### config.mk
export PLATFORM = sky130hd
export DESIGN_NAME = tpc_ram
export DESIGN_NICKNAME = d
export VERILOG_FILES = /design/src/hdl/tpc_ram.sv
export SDC_FILE = /design/constraint.sdc
export NUM_CORES = 1
export LEC_CHECK = 0
export BUFFER_PORTS_ARGS = -buffer_cell sky130_fd_sc_hd__clkbuf_2
export CAP_MARGIN = 40
export CORE_MARGIN = 2
export CORE_UTILIZATION = 54
export CTS_CLUSTER_DIAMETER = 120
export CTS_CLUSTER_SIZE = 24
export DETAILED_ROUTE_END_ITERATION = 10
export PLACE_DENSITY = 0.81
export SYNTH_ARGS = -nofsm -noshare
export SYNTH_HDL_FRONTEND = slang
export SYNTH_SLANG_ARGS = --single-unit
### constraint.sdc
create_clock -name clk -period 1.4 [get_ports clk]
set_input_delay 0.07 -clock clk [delete_from_list [all_inputs] [get_ports clk]]
set_output_delay 0.07 -clock clk [all_outputs]
set_load 0.01 [all_outputs]
### src/hdl/tpc_ram.sv
// ----------------------------------------------------------------------------
// tpc_ram: generic simple dual-port RAM
// One write port and one read port with registered read data.
// ----------------------------------------------------------------------------
`default_nettype none
module tpc_ram #(
  parameter int W = 8,
  parameter int D = 16,
  localparam int AW = (D > 1) ? $clog2(D) : 1
) (
  input  wire logic          clk,
  input  wire logic          we,
  input  wire logic [AW-1:0] waddr,
  input  wire logic [W-1:0]  wdata,
  input  wire logic [AW-1:0] raddr,
  output logic      [W-1:0]  rdata
);

  logic [W-1:0] mem [D];

  always_ff @(posedge clk) begin
    if (we) begin
      mem[waddr] <= wdata;
    end
    rdata <= mem[raddr];
  end

endmodule
`default_nettype wire

Word level (Yosys, flattened, before mapping)

Memories as Yosys holds them, arrays and structs flattened. A register that Yosys moved wholly into a read port is not among the register bits.
Index checks and enable logic that the tools add are counted.

Muxes and demuxes: 2

Operators with widths:

| kind    | count |
|---|---|
| $mux W1 | 2 |

Bits in registers: 0
Bits in writable memories: 128
Bits of input ports: 18
Output and inout bits: 8
Logic and storage cells: 3
Memories kept: 1

Memories:

| name | words | width | read ports | clocked after Yosys merged registers in | write ports | line | text |
|---|---|---|---|---|---|---|---|
| mem  | 16    | 8     | 1          | 1                                       | 1           | 19   | `logic [W-1:0] mem [D];` |

Longest topological paths before layout

Depth after elaboration: 2
Gate-level depth with buffers: 5
Gate-level depth less buffers: 3

Worst setup path before layout

OpenSTA, ideal clock, no wires.

Path type: input-to-reg
From: input waddr[2]
To: memory mem[0][0] (enable)
Setup time: 0.383 ns
Arrival time: 1.180 ns
Required time: 1.017 ns
Path slack: -0.163 ns
Cell stages on the path: 2
Buffers on the path: 0
Path through: or3b_2 nor3_1

RTL lines:

| element     | line | text |
|---|---|---|
| from (decl) | 13   | `input wire logic [AW-1:0] waddr,` |
| to (decl)   | 19   |  |

No word-level cell before the write port.

==> metrics.md <==
| Metric | Value |
|---|---|
| Gate power share | 5.3% |
| Final Hold Viols | 0 |
| Synth top area share | 74.7% |
| Fin nets | 318 |
| Max-slew violation count | 0 |
| Rel. slew slack | 68.6% |
| CTS Root Cell | clkbuf_8 |
| GRT Resource Usage Total | 22.8% |
| Async S/R FF share, synth | 0% |
| Clock Power Share | 45.1% |
| Crit Path Class | flip-flop to flip-flop |
| Clock skew | 0.00477 ns |
| Crit path max-delay family | multiplexers |
| CP max stage cell | mux4_1 |
| PwrDens | 1470 nW/um2 |
| VDD IR max | 0.843 mV |
| Overflow after GRT | 0 |
| Syn avg cell area | 22.5 um2 |
| Die Wd | 102 um |
| H-tree level count | 4 |
| Worst skew pair latency | 0.52 ns |
| DR vias | 2589 |
| Hold path depth | 1 |
| Main flop type after synthesis | edfxtp_1 |
| EDFF count, synth | 128 |
| Worst-case reg-to-reg path depth | 3 |
| Switching power total | 1.94 mW |
| Syn Std Cell Area | 5150 um2 |
| Crit path buf inv count | 0 |
| PortBufs | 25 |
| Part of the cycle the worst path needs | 98.7% |
| Antenna-violating nets left | 0 |
| Worst path cell trace | mux4_1 -> a22oi_2 -> nand2_1 |
| Max incr delay on CP | 0.55 ns |
| FILL cells | 564 |
| Hold Startpoint | wdata[7] |
| Commonest cells post-synth | edfxtp_1 (128), mux4_2 (18), a22oi_1 (16), mux4_1 (14), nor2_1 (13) |
| Crit Path Max Fanout | 1 |
| Fmax | 0.724 GHz |
| Slew @ Worst Pin | 0.470 ns |
| Vias in the first global route | 2688 |
| CTS tree | done |
| Final Hold Slack | 0.0406 ns |
| Reg2reg setup slack | 0.02 ns |
| Lkg Pwr | 2.16 nW |
| Routed WL | 10.5 mm |
| Sw Ratio | 20.9% |
| Clock Tree Buf Depth | 2 |
| CP Capture Type | flip-flop |
| Pint | 7.30 mW |
| Initial antenna violation count | 0 |
| Synth area leaders | edfxtp_1 (75%), mux4_2 (7.9%), mux4_1 (7.1%) |
| Distinct cell type count after synthesis | 19 |
| Antenna fix cells | 0 |
| CTS clk-pin slew, worst paths | 0.06 ns |
| Count leader, synth | edfxtp_1 |
| Reg power frac | 49.6% |
| FF-to-FF End | rdata[2] |
| Worst Path Arrival | 1.78 ns |
| Die Area | 10300 um2 |
| Hold EP | mem[1][7] |
| MaxCap Viol Count | 0 |
| Fin crit period | 1.38 ns |
| First-pass GRT wire length | 16.0 mm |
| Initial DRC count | 254 |
| Drt drc | 0 |
| Mapped Cells | 229 |
| Final HPWL DP | 6.24 mm |
| Die Ht | 102 um |
| Post-synthesis sequential area ratio | 77.8% |
| Boundary Pins | 26 |
| Core Footprint | 9240 um2 |
| Largest net degree at the start of global routing | 28 |
| Fraction of layout cells with a size suffix above 1 | 35.1% |
| CTS Buf Count | 17 |
| Critical Path RT | 1.80 ns |
| CP Launch Type | flip-flop |
| Via density per instance | 5.86 |
| Synth warnings | 0 |
| Cell taking the most area after synthesis | edfxtp_1 |
| Rows | 35 |
| Final setup violation count | 0 |
| Starting Density | 55.7% |
| Layout area overhead | 22.0% |
| Num Clock Sinks | 136 |
| RD Place Congestion | 0.817 |
| Power Total | 9.24 mW |
| Syn nets | 247 |
| Drt pass-1 iters | 5 |
| Post-synthesis register bit count | 136 |
| Wirelength per Cell | 23.7 um |
| Worst r2r src | mem[0][2] |
| HP Class | input pin to flip-flop |
| Status | finished, final reports clean |
## worst reg2reg max path: cells and delay by family, from the launching register on
kind / cells / cell delay [ns]
muxes: 1 / 0.55
DFF: 1 / 0.36
AOI/OAI and AO/OA: 1 / 0.26
and+or+nand+nor: 1 / 0.09
## repair_timing
action	in CTS	in global routing
pin swaps	0	1
hold buffers	7	0
setup buffers	0	0
setup endpoints to repair	1	4
gates cloned	0	0
hold endpoints to repair	112	0
gates resized for setup	1	4
## cell families (layout without fill, tap and decap cells)
| family | Yosys count | in the layout | share of synthesized area [%] |
|---|---|---|---|
| DFF | 136 | 136 | 77.8 |
| buffers and inverters | 10 | 94 | 1.68 |
| AOI/OAI and AO/OA | 16 | 16 | 2.33 |
| and+or+nand+nor | 35 | 35 | 3.18 |
| muxes | 32 | 32 | 15.0 |
## routing by layer
metal / vias to the layer above / GRT usage [%] / routed length, um
met1: 1334 / 31.6 / 4260
li1: 1124 / - / -
met2: 113 / 34.7 / 5320
met5: - / 0 / 0
met4: 0 / 9.25 / 204
met3: 18 / 6.35 / 681
## state kept, by name, indices dropped and copies added, names as in the netlist
signal	flops
mem	128
rdata	8
## stage by stage
step | cell area [um2] | worst slack, ns | setup TNS, ns | util [%] | cells
floorplan | 5150 | 0.0639 | 0 | - | 229
global placement | 5620 | -0.0465 | -0.0977 | 60.8 | 403
detailed placement | 5620 | -0.0700 | -0.294 | 60.8 | 403
CTS | 6260 | 0.00111 | 0 | 67.7 | 442
global route | 6280 | -0.0167 | -0.0167 | 68.0 | 442
finish | 6280 | 0.0187 | 0 | 68.0 | 442
## final cells by class
class                   instances  area [um2]  share of cell area (%)
clock inverters                15         155                    2.47
flip-flops and latches        136        4000                    63.8
repair buffers                 62         458                    7.29
well taps                     129         161                    2.57
multi-input cells              83        1090                    17.3
clock buffers                  17         414                    6.59
## worst max-delay path by stage
stage          startpoint  slack, ns   endpoint  cells past startpoint
2_1_floorplan    waddr[2]       0.06  mem[3][0]                      2
3_3_place_gp     raddr[0]      -0.05   rdata[3]                      6
3_5_place_dp     raddr[0]      -0.07   rdata[1]                      6
4_1_cts         mem[0][2]      0.001   rdata[2]                      3
5_1_grt         mem[9][2]      -0.02   rdata[2]                      3
6_report        mem[0][2]       0.02   rdata[2]                      3
## placed cells by master (no fill, tap or decap), types with 4 or more instances in the layout
cell and instances:
mux4_2 18, clkbuf_2 25, nand2_1 9, clkinv_4 5
mux4_1 14, clkinvlp_4 4, dlygate4sd3_1 7, nor2_1 13
a22oi_2 5, clkbuf_16 16, dfxtp_1 8, buf_4 27
a22oi_1 11, edfxtp_1 128
## power groups by stage
stage	clock [mW]	sequential (mW)	combinational (mW)
after detailed placement	0	4.66	0.455
after floorplan	0	4.67	0.231
after CTS	4.23	4.58	0.480
after global placement	0	4.66	0.439
after global routing	4.40	4.59	0.525
final	4.17	4.58	0.487
Note: power is estimated with default switching activity, not from simulation.
