`src/hdl/tpc_pkg.sv`:
```
// ----------------------------------------------------------------------------
// tpc_pkg: shared types, constants and functions of the centroid unit
// Field widths, command and register codes, the CORDIC angle table in turns
// and the 32-bit saturation of wide centroid values.
// ----------------------------------------------------------------------------
`default_nettype none
package tpc_pkg;

  localparam int MAX_SITES_DEF = 4096;
  localparam int SITE_W        = 12;
  localparam int Z_W           = 16;
  localparam int C_W           = 32;
  localparam int EXT_W         = 16;
  localparam int ANG_W         = 32;
  localparam int CORDIC_STEPS  = 31;
  localparam int VAL_W         = 52;
  localparam int CFG_IDX_W     = 3;
  localparam int CFG_W         = 32;
  localparam int IN_TDATA_W    = 176;
  localparam int IN_TUSER_W    = 2;
  localparam int OUT_TDATA_W   = 32;
  localparam int OUT_TUSER_W   = 2;

  localparam logic signed [Z_W-1:0] THRESH_RST = -16'sd33;
  localparam logic signed [Z_W-1:0] SPIN_RST   = 16'sh7FFF;
  localparam logic [EXT_W-1:0]      EXTENT_RST = 16'd64;
  localparam logic signed [C_W-1:0] COEF_A_RST = 32'sd65536;

  typedef enum logic [1:0] {
    CMD_LOAD  = 2'd0,
    CMD_SET   = 2'd1,
    CMD_FULL  = 2'd2,
    CMD_TRIAL = 2'd3
  } cmd_t;

  typedef enum logic [CFG_IDX_W-1:0] {
    REG_THRESHOLD = 3'd0,
    REG_SELECT_Y  = 3'd1,
    REG_WRAP_X    = 3'd2,
    REG_WRAP_Y    = 3'd3,
    REG_EXTENT_A  = 3'd4,
    REG_EXTENT_B  = 3'd5,
    REG_COEF_A    = 3'd6,
    REG_COEF_B    = 3'd7
  } reg_idx_t;

  function automatic logic [ANG_W-1:0] atan_turn(input logic [4:0] i);
    logic [ANG_W-1:0] t;
    case (i)
      5'd0:  t = 32'h20000000;
      5'd1:  t = 32'h12E4051E;
      5'd2:  t = 32'h09FB385B;
      5'd3:  t = 32'h051111D4;
      5'd4:  t = 32'h028B0D43;
      5'd5:  t = 32'h0145D7E1;
      5'd6:  t = 32'h00A2F61E;
      5'd7:  t = 32'h00517C55;
      5'd8:  t = 32'h0028BE53;
      5'd9:  t = 32'h00145F2F;
      5'd10: t = 32'h000A2F98;
      5'd11: t = 32'h000517CC;
      5'd12: t = 32'h00028BE6;
      5'd13: t = 32'h000145F3;
      5'd14: t = 32'h0000A2FA;
      5'd15: t = 32'h0000517D;
      5'd16: t = 32'h000028BE;
      5'd17: t = 32'h0000145F;
      5'd18: t = 32'h00000A30;
      5'd19: t = 32'h00000518;
      5'd20: t = 32'h0000028C;
      5'd21: t = 32'h00000146;
      5'd22: t = 32'h000000A3;
      5'd23: t = 32'h00000051;
      5'd24: t = 32'h00000029;
      5'd25: t = 32'h00000014;
      5'd26: t = 32'h0000000A;
      5'd27: t = 32'h00000005;
      5'd28: t = 32'h00000003;
      5'd29: t = 32'h00000001;
      5'd30: t = 32'h00000001;
      default: t = '0;
    endcase
    return t;
  endfunction

  function automatic logic signed [C_W-1:0] sat_val(input logic signed [VAL_W-1:0] v);
    logic signed [C_W-1:0] r;
    if (v > VAL_W'(32'sh7FFFFFFF)) begin
      r = 32'sh7FFFFFFF;
    end else if (v < -VAL_W'(33'sh080000000)) begin
      r = 32'sh80000000;
    end else begin
      r = v[C_W-1:0];
    end
    return r;
  endfunction

endpackage
`default_nettype wire

```
`src/hdl/tpc_axis.sv`:
```
// ----------------------------------------------------------------------------
// tpc_axis: one axis coordinate from summed remapped positions
// Periodic axis: CORDIC vectoring, one iteration per cycle, then angle times
// extent. Open axis: restoring divide of the sum by the count, one bit per cycle.
// ----------------------------------------------------------------------------
`default_nettype none
module tpc_axis #(
  parameter int SUM_W = 45,
  parameter int CNT_W = 13
) (
  input  wire logic                             clk,
  input  wire logic                             rst_n,
  input  wire logic                             start,
  input  wire logic                             wrap,
  input  wire logic signed [SUM_W-1:0]          along,
  input  wire logic signed [SUM_W-1:0]          depth,
  input  wire logic [CNT_W-1:0]                 count,
  input  wire logic [tpc_pkg::EXT_W-1:0]        extent,
  output logic                                  done,
  output logic signed [tpc_pkg::C_W-1:0]        coord
);

  localparam int XW   = SUM_W + 2;
  localparam int IT_W = $clog2(SUM_W + 1);
  localparam int PW   = tpc_pkg::ANG_W + tpc_pkg::EXT_W;

  typedef enum logic [2:0] {A_IDLE, A_CORD, A_SCALE, A_FIN_C, A_DIV, A_FIN_D} ax_state_t;

  ax_state_t                        st_r;
  logic signed [XW-1:0]             x_r, y_r;
  logic [tpc_pkg::ANG_W-1:0]        ang_r;
  logic [IT_W-1:0]                  it_r;
  logic [PW-1:0]                    prod_r;
  logic [tpc_pkg::EXT_W-1:0]        ext_r;
  logic [SUM_W-1:0]                 num_r;
  logic [CNT_W-1:0]                 rem_r, den_r;
  logic                             neg_r;
  logic signed [XW-1:0]             dx, dy;
  logic [CNT_W:0]                   trial;
  logic [tpc_pkg::ANG_W-1:0]        tab;

  assign dx    = y_r >>> it_r;
  assign dy    = x_r >>> it_r;
  assign tab   = tpc_pkg::atan_turn(it_r[4:0]);
  assign trial = {rem_r, num_r[SUM_W-1]};

  always_ff @(posedge clk) begin
    if (!rst_n) begin
      st_r <= A_IDLE;
      done <= 1'b0;
    end else begin
      case (st_r)
        A_IDLE: begin
          done <= start && (wrap ? (along == '0 && depth == '0) : (count == '0));
          if (start) begin
            ext_r <= extent;
            it_r  <= '0;
            if (wrap) begin
              if (along == '0 && depth == '0) begin
                coord <= '0;
              end else begin
                if (along < 0) begin
                  x_r   <= -XW'(along);
                  y_r   <= -XW'(depth);
                  ang_r <= 32'h80000000;
                end else begin
                  x_r   <= XW'(along);
                  y_r   <= XW'(depth);
                  ang_r <= '0;
                end
                st_r <= A_CORD;
              end
            end else begin
              if (count == '0) begin
                coord <= '0;
              end else begin
                num_r <= (along < 0) ? SUM_W'(-along) : SUM_W'(along);
                neg_r <= along < 0;
                rem_r <= '0;
                den_r <= count;
                st_r  <= A_DIV;
              end
            end
          end
        end
        A_CORD: begin
          if (y_r > 0) begin
            x_r   <= x_r + dx;
            y_r   <= y_r - dy;
            ang_r <= ang_r + tab;
          end else begin
            x_r   <= x_r - dx;
            y_r   <= y_r + dy;
            ang_r <= ang_r - tab;
          end
          it_r <= it_r + 1'b1;
          if (it_r == IT_W'(tpc_pkg::CORDIC_STEPS - 1)) begin
            st_r <= A_SCALE;
          end
        end
        A_SCALE: begin
          prod_r <= PW'(ang_r) * PW'(ext_r);
          st_r   <= A_FIN_C;
        end
        A_FIN_C: begin
          coord <= prod_r[PW-1] ? 32'sh7FFFFFFF : $signed(prod_r[PW-1:16]);
          done  <= 1'b1;
          st_r  <= A_IDLE;
        end
        A_DIV: begin
          if (trial >= {1'b0, den_r}) begin
            rem_r <= CNT_W'(trial - {1'b0, den_r});
            num_r <= {num_r[SUM_W-2:0], 1'b1};
          end else begin
            rem_r <= trial[CNT_W-1:0];
            num_r <= {num_r[SUM_W-2:0], 1'b0};
          end
          it_r <= it_r + 1'b1;
          if (it_r == IT_W'(SUM_W - 1)) begin
            st_r <= A_FIN_D;
          end
        end
        A_FIN_D: begin
          if (neg_r) begin
            coord <= (num_r > SUM_W'(33'h080000000)) ? 32'sh80000000
                                                     : -$signed(num_r[31:0]);
          end else begin
            coord <= (num_r > SUM_W'(32'h7FFFFFFF)) ? 32'sh7FFFFFFF
                                                    : $signed(num_r[31:0]);
          end
          done <= 1'b1;
          st_r <= A_IDLE;
        end
        default: st_r <= A_IDLE;
      endcase
    end
  end

endmodule
`default_nettype wire

```
`config.mk`:
```
export PLATFORM = sky130hd
export DESIGN_NAME = tpc_axis
export DESIGN_NICKNAME = d
export VERILOG_FILES = /design/src/hdl/tpc_pkg.sv /design/src/hdl/tpc_axis.sv
export SDC_FILE = /design/constraint.sdc
export NUM_CORES = 2
export LEC_CHECK = 0
export ABC_AREA = 1
export BUFFER_PORTS_ARGS = -buffer_cell sky130_fd_sc_hd__buf_2
export CORE_MARGIN = 2
export CORE_UTILIZATION = 60
export CTS_BUF_LIST = sky130_fd_sc_hd__clkbuf_16
export DETAILED_ROUTE_END_ITERATION = 12
export PLACE_DENSITY = 0.77
export SYNTH_ARGS = -nofsm -noshare
export SYNTH_HDL_FRONTEND = slang
export SYNTH_SLANG_ARGS = --single-unit
export TNS_END_PERCENT = 5
```
`constraint.sdc`:
```
create_clock -name clk -period 32.8 [get_ports clk]
set_clock_uncertainty 0.1 [all_clocks]
set_input_delay 6.56 -clock clk [delete_from_list [all_inputs] [get_ports clk]]
set_output_delay 6.56 -clock clk [all_outputs]
set_load 0.01 [all_outputs]
```
* Yosys cells after proc, flatten, opt, wreduce, memory -nomap -nowiden *
Memory sizes are Yosys's and may differ from the RTL's. A register that Yosys moved wholly into a read port is not among the register bits.
Index checks and enable logic that the tools add are counted.

word-level totals
  memories = 1
  output and inout port bits = 33
  register bits after elaboration = 304
  input port bits = 123
  ROM bits = 960
  word-level logic and storage cells = 125

operators by class
  bitwise logic cells = 2
  multipliers = 1
  magnitude comparators = 5
  reduce and logical (&&, ||, !) cells = 21
  muxes and demuxes = 50
  add/subtract/negate cells = 12
  shift-type cells = 2
  equal/unequal tests = 18

memory list
  name             depth  bits a word  read ports  clocked after memory_dff  wr ports  RTL line       source
  (no name shown)  32     30           1           1                         0         tpc_pkg.sv:49  case (i)

operator list
  kind                    number
  $mux W47                10
  $mux W32                12
  $pmux W47 S2            2
  $mux W45                4
  $pmux W32 S3            1
  $add A47 B47 Y47        2
  $neg A45 Y47            2
  $sshr A47 B6 Y47        2
  $sub A47 B47 Y47        2
  $logic_not A45 Y1       2
  $pmux W45 S2            1
  $pmux W32 S2            1
  $mux W13                4
  $mul A32 B16 Y48        1
  $gt A47 B1 Y1 const B   1
  $gt A45 B31 Y1 const B  1
  $gt A45 B32 Y1 const B  1
  $lt A45 B1 Y1 const B   1
  $neg A45 Y45            1
  $add A32 B32 Y32        1
  $neg A32 Y32            1
  $sub A32 B32 Y32        1
  $mux W31                1
  $pmux W13 S2            1
  other kinds (27)        55

* Depth between registers and ports, before layout *
  depth in word-level cells = 6
  mapped depth = 39
  depth with buffers taken out = 37

* Worst setup path after synthesis *
OpenSTA, ideal clock, no wires.

  path kind = input-to-reg
  start point = input along[0]
  end point = register ang_r[0] in the netlist's numbering, enable pin
  library setup time = 1.278 ns
  arrival time = 26.604 ns
  stages on the path = 11
  path buffers = 0
  data required time = 31.422 ns
  path slack = 4.818 ns
  cell sequence = inv_1 ha_1 inv_1 nor3_1 inv_1 nor2_1 nand4_1 nor2_1 nand2_1 nand2_1 a2111oi_0

between the ends
  longest elaborated chain between the ends = 4

RTL lines
  item                         RTL line        source
  start, declared              tpc_axis.sv:15  input wire logic signed [SUM_W-1:0] along,
  $logic_not A45 Y1            tpc_axis.sv:59  if (along == '0 && depth == '0) begin
  $logic_and A1 B1 Y1          tpc_axis.sv:59
  $ne A2 B2 Y1 (no line)       --
  $reduce_and A5 Y1 (no line)  --
  end signal, assigned         tpc_axis.sv:90  ang_r <= ang_r + tab;
  end signal, assigned         tpc_axis.sv:94  ang_r <= ang_r - tab;
  end, declared                tpc_axis.sv:31  logic [tpc_pkg::ANG_W-1:0] ang_r;

No other way between the ends.
A chain may end at the register's enable or synchronous reset.

* Final worst setup path *
  start point = input depth[0]
  end point = register y_r[40], enable pin

between the ends
  longest elaborated chain between the ends = 4

RTL lines
  item                         RTL line        source
  start, declared              tpc_axis.sv:16  input wire logic signed [SUM_W-1:0] depth,
  $logic_not A45 Y1            tpc_axis.sv:59
  $logic_and A1 B1 Y1          tpc_axis.sv:59
  $ne A2 B2 Y1 (no line)       --
  $reduce_and A5 Y1 (no line)  --
  end signal, assigned         tpc_axis.sv:64  y_r <= -XW'(depth);
  end signal, assigned         tpc_axis.sv:68  y_r <= XW'(depth);
  end signal, assigned         tpc_axis.sv:89  y_r <= y_r - dy;
  end, declared                tpc_axis.sv:30  logic signed [XW-1:0] x_r, y_r;

No other way between the ends.

==> results.sh <==
export IMPL_status="complete, no violations"
export IMPL_period_needed_ps=10040
export IMPL_gr_usage_all_layers_pct=39.21
export IMPL_synth_nets=8060
export IMPL_hold_path_class="register to register"
export IMPL_cap_violations=0
export IMPL_core_area_um2=81980
export IMPL_crit_arrival_ps=10090
export IMPL_syn_area_um2=49570
export IMPL_report_final_setup_viol=0
export IMPL_required_ps=32850
export IMPL_worstMarginPinSlew_ps=1200
export IMPL_syn2layout_area_growth_pct=5.087
export IMPL_clock_latency_ps=620
export IMPL_cts_buffers=40
export IMPL_dieArea_um2=84930
export IMPL_ys_seq_area_share_pct=18.58
export IMPL_drt_total_wl_um=168100
export IMPL_final_hold_violation_count=0
export IMPL_ctsResizeCount=0
export IMPL_rsz0062_at_grt="no"
export IMPL_h_tree_depth=2
export IMPL_vias=49700
export IMPL_cts_tree="built"
export IMPL_synth_main_ff_cell="edfxtp_1"
export IMPL_min_period_over_period_pct=30.61
export IMPL_fin_ws_ps=22760
export IMPL_port_buffers=155
export IMPL_pin_count=156
export IMPL_dr_pass1_iters=6
export IMPL_place_hpwl_um=131700
export IMPL_drt_iter0_markers=5337
export IMPL_clock_sinks=318
export IMPL_nets=8006
export IMPL_setup_tns_ps=0
export IMPL_critical_path_class="input pin to register"
export IMPL_drc=0
export IMPL_slew_headroom_pct=20.00
export IMPL_final_cell_mix="nand2_1 (1821), inv_1 (1197), nand3_1 (662)"
export IMPL_drive_gt1_share_pct=5.638
export IMPL_cts_hold_buf=0
export IMPL_nFillCells=7698
export IMPL_start_kind="input pin"
export IMPL_cts_buffer_depth=3
export IMPL_grt_overflow_total=0
export IMPL_ys_async_sr_fraction_pct=0
export IMPL_synth_seq_cells=318
export IMPL_grt_max_degree=96
export IMPL_pre_cts_slack_ps=22310
export IMPL_grt_pass1_wl_um=262500
export IMPL_path_max_fanout=81
export IMPL_ant_nets=0
export IMPL_gp_congestion=1.037
export IMPL_viasPerCell=5.995
export IMPL_max_freq_ghz=0.09959
export IMPL_grt_pass1_vias=47640
export IMPL_cts_setup_buffers=0
export IMPL_synth_cells=7246
export IMPL_cp_end_kind="register"
export IMPL_slew_viol_final=0
export IMPL_start_util_pct=60.46
export IMPL_row_count=105
export IMPL_die_x_um=291.4
export IMPL_ys_types=70
export IMPL_die_h_um=291.4
export IMPL_synth_edf_count=284
export IMPL_synth_avg_cell_area_um2=6.841
export IMPL_path_clk_slew_ps=60
export IMPL_root_buffer="clkbuf_16"
export IMPL_grt_antenna_before_repair=5
export IMPL_final_common_cell="nand2_1"
export IMPL_yosys_warnings=0
export IMPL_wl_per_cell_um=20.28
## worst paths after layout
check	startpoint	end	slack, ps	depth (start not counted)
setup reg to reg	it_r[3]$_DFFE_PP_	x_r[41]$_DFFE_PP_	25530	27
hold / removal	done$_SDFFE_PN0P_	done$_SDFFE_PN0P_	450	2
hold reg to reg	done$_SDFFE_PN0P_	done$_SDFFE_PN0P_	450	2
setup / recovery	depth[0]	y_r[40]$_DFFE_PP_	22760	12
## stage by stage
| step | instance area [um2] | utilization [%] | hold slack [ps] | instances |
|---|---|---|---|---|
| detailed placement | 50780 | 61.95 | 435.6 | 8220 |
| finish | 52090 | 63.54 | 446.0 | 8291 |
| CTS | 52080 | 63.53 | 448.6 | 8289 |
| global route | 52090 | 63.53 | 501.8 | 8290 |
| floorplan | 49570 | - | 409.7 | 7246 |
| global placement | 50780 | 61.95 | 428.9 | 8220 |
## cell type report
cell class              count  area [um2]  area share, %
diodes                      2       5.005       0.009608
clock buffers              41        1026          1.970
clock inverters            28       272.8         0.5237
inverters                1227        4613          8.857
multi-input cells        5400       34470          66.18
flip-flops and latches    318        9209          17.68
well taps                1070        1339          2.570
repair buffers            205        1151          2.210
## sequential cells by signal, summed over array words and instances, names as in the netlist
signal	count
ang_r	32
coord	32
den_r	13
done	1
ext_r	16
it_r	6
neg_r	1
num_r	45
prod_r	32
rem_r	13
st_r	3
tab	30
x_r	47
y_r	47
## critical path, cell delays in order
cell,delay (ps)
buf_2,140
inv_1,210
ha_1,220
nand4_1,160
inv_1,100
nand4_1,160
nor4_2,950
nand2_1,280
nand2_1,230
a2111oi_2,100
buf_4,340
buf_4,520
## cell families (layout without fill, tap and decap cells)
group	count (synthesis)	after routing	synth area share, %
flip-flops	318	318	18.58
AND/OR/NAND/NOR	3352	3352	28.73
AO/OA/AOI/OAI	1106	1106	12.45
buffers and inverters	1528	1501	11.99
other	0	2	0
XOR/XNOR	250	250	4.418
multiplexers	1	1	0.02020
adder cells (fa/ha/maj)	691	691	23.82
## cells in the mapped netlist (9+ instances only)
library cell / instances / area [um2]
nand2_1: 1822 / 6839
inv_1: 1193 / 4478
nand3_1: 662 / 3313
nor2_1: 559 / 2098
fa_1: 421 / 8428
o21ai_0: 402 / 2012
a21oi_1: 398 / 1992
edfxtp_1: 284 / 8528
ha_1: 270 / 3378
clkbuf_1: 195 / 732.0
xor2_1: 159 / 1393
xnor2_1: 91 / 797.0
nor3_1: 80 / 400.4
nand4_1: 68 / 425.4
a31oi_1: 65 / 406.6
buf_2: 62 / 310.3
nor4_1: 48 / 300.3
o21ai_1: 47 / 235.2
dfxtp_1: 34 / 680.7
o21a_1: 32 / 240.2
inv_2: 29 / 108.9
o211ai_1: 27 / 202.7
nor2_2: 25 / 156.4
buf_1: 23 / 86.33
o31ai_1: 20 / 150.1
or2_2: 20 / 125.1
a21o_1: 18 / 135.1
o22ai_1: 16 / 100.1
o221ai_1: 15 / 131.4
buf_6: 12 / 135.1
nand2_2: 11 / 68.82
a21boi_0: 10 / 75.07
a211oi_1: 9 / 67.56
buf_4: 9 / 67.56
## per-layer routing
layer / track usage, % / vias to the layer above / part of all wire (%)
met2: 63.79 / 2607 / 46
met3: 5.368 / 569 / 8.9
met1: 50.95 / 23330 / 39
met5: 0 / - / 0.031
met4: 20.86 / 6 / 6.0
li1: - / 23190 / -
Power is left out: the tool's default activity adds up to more than one toggle a clock period on the data nets, which glitch-free logic cannot reach.
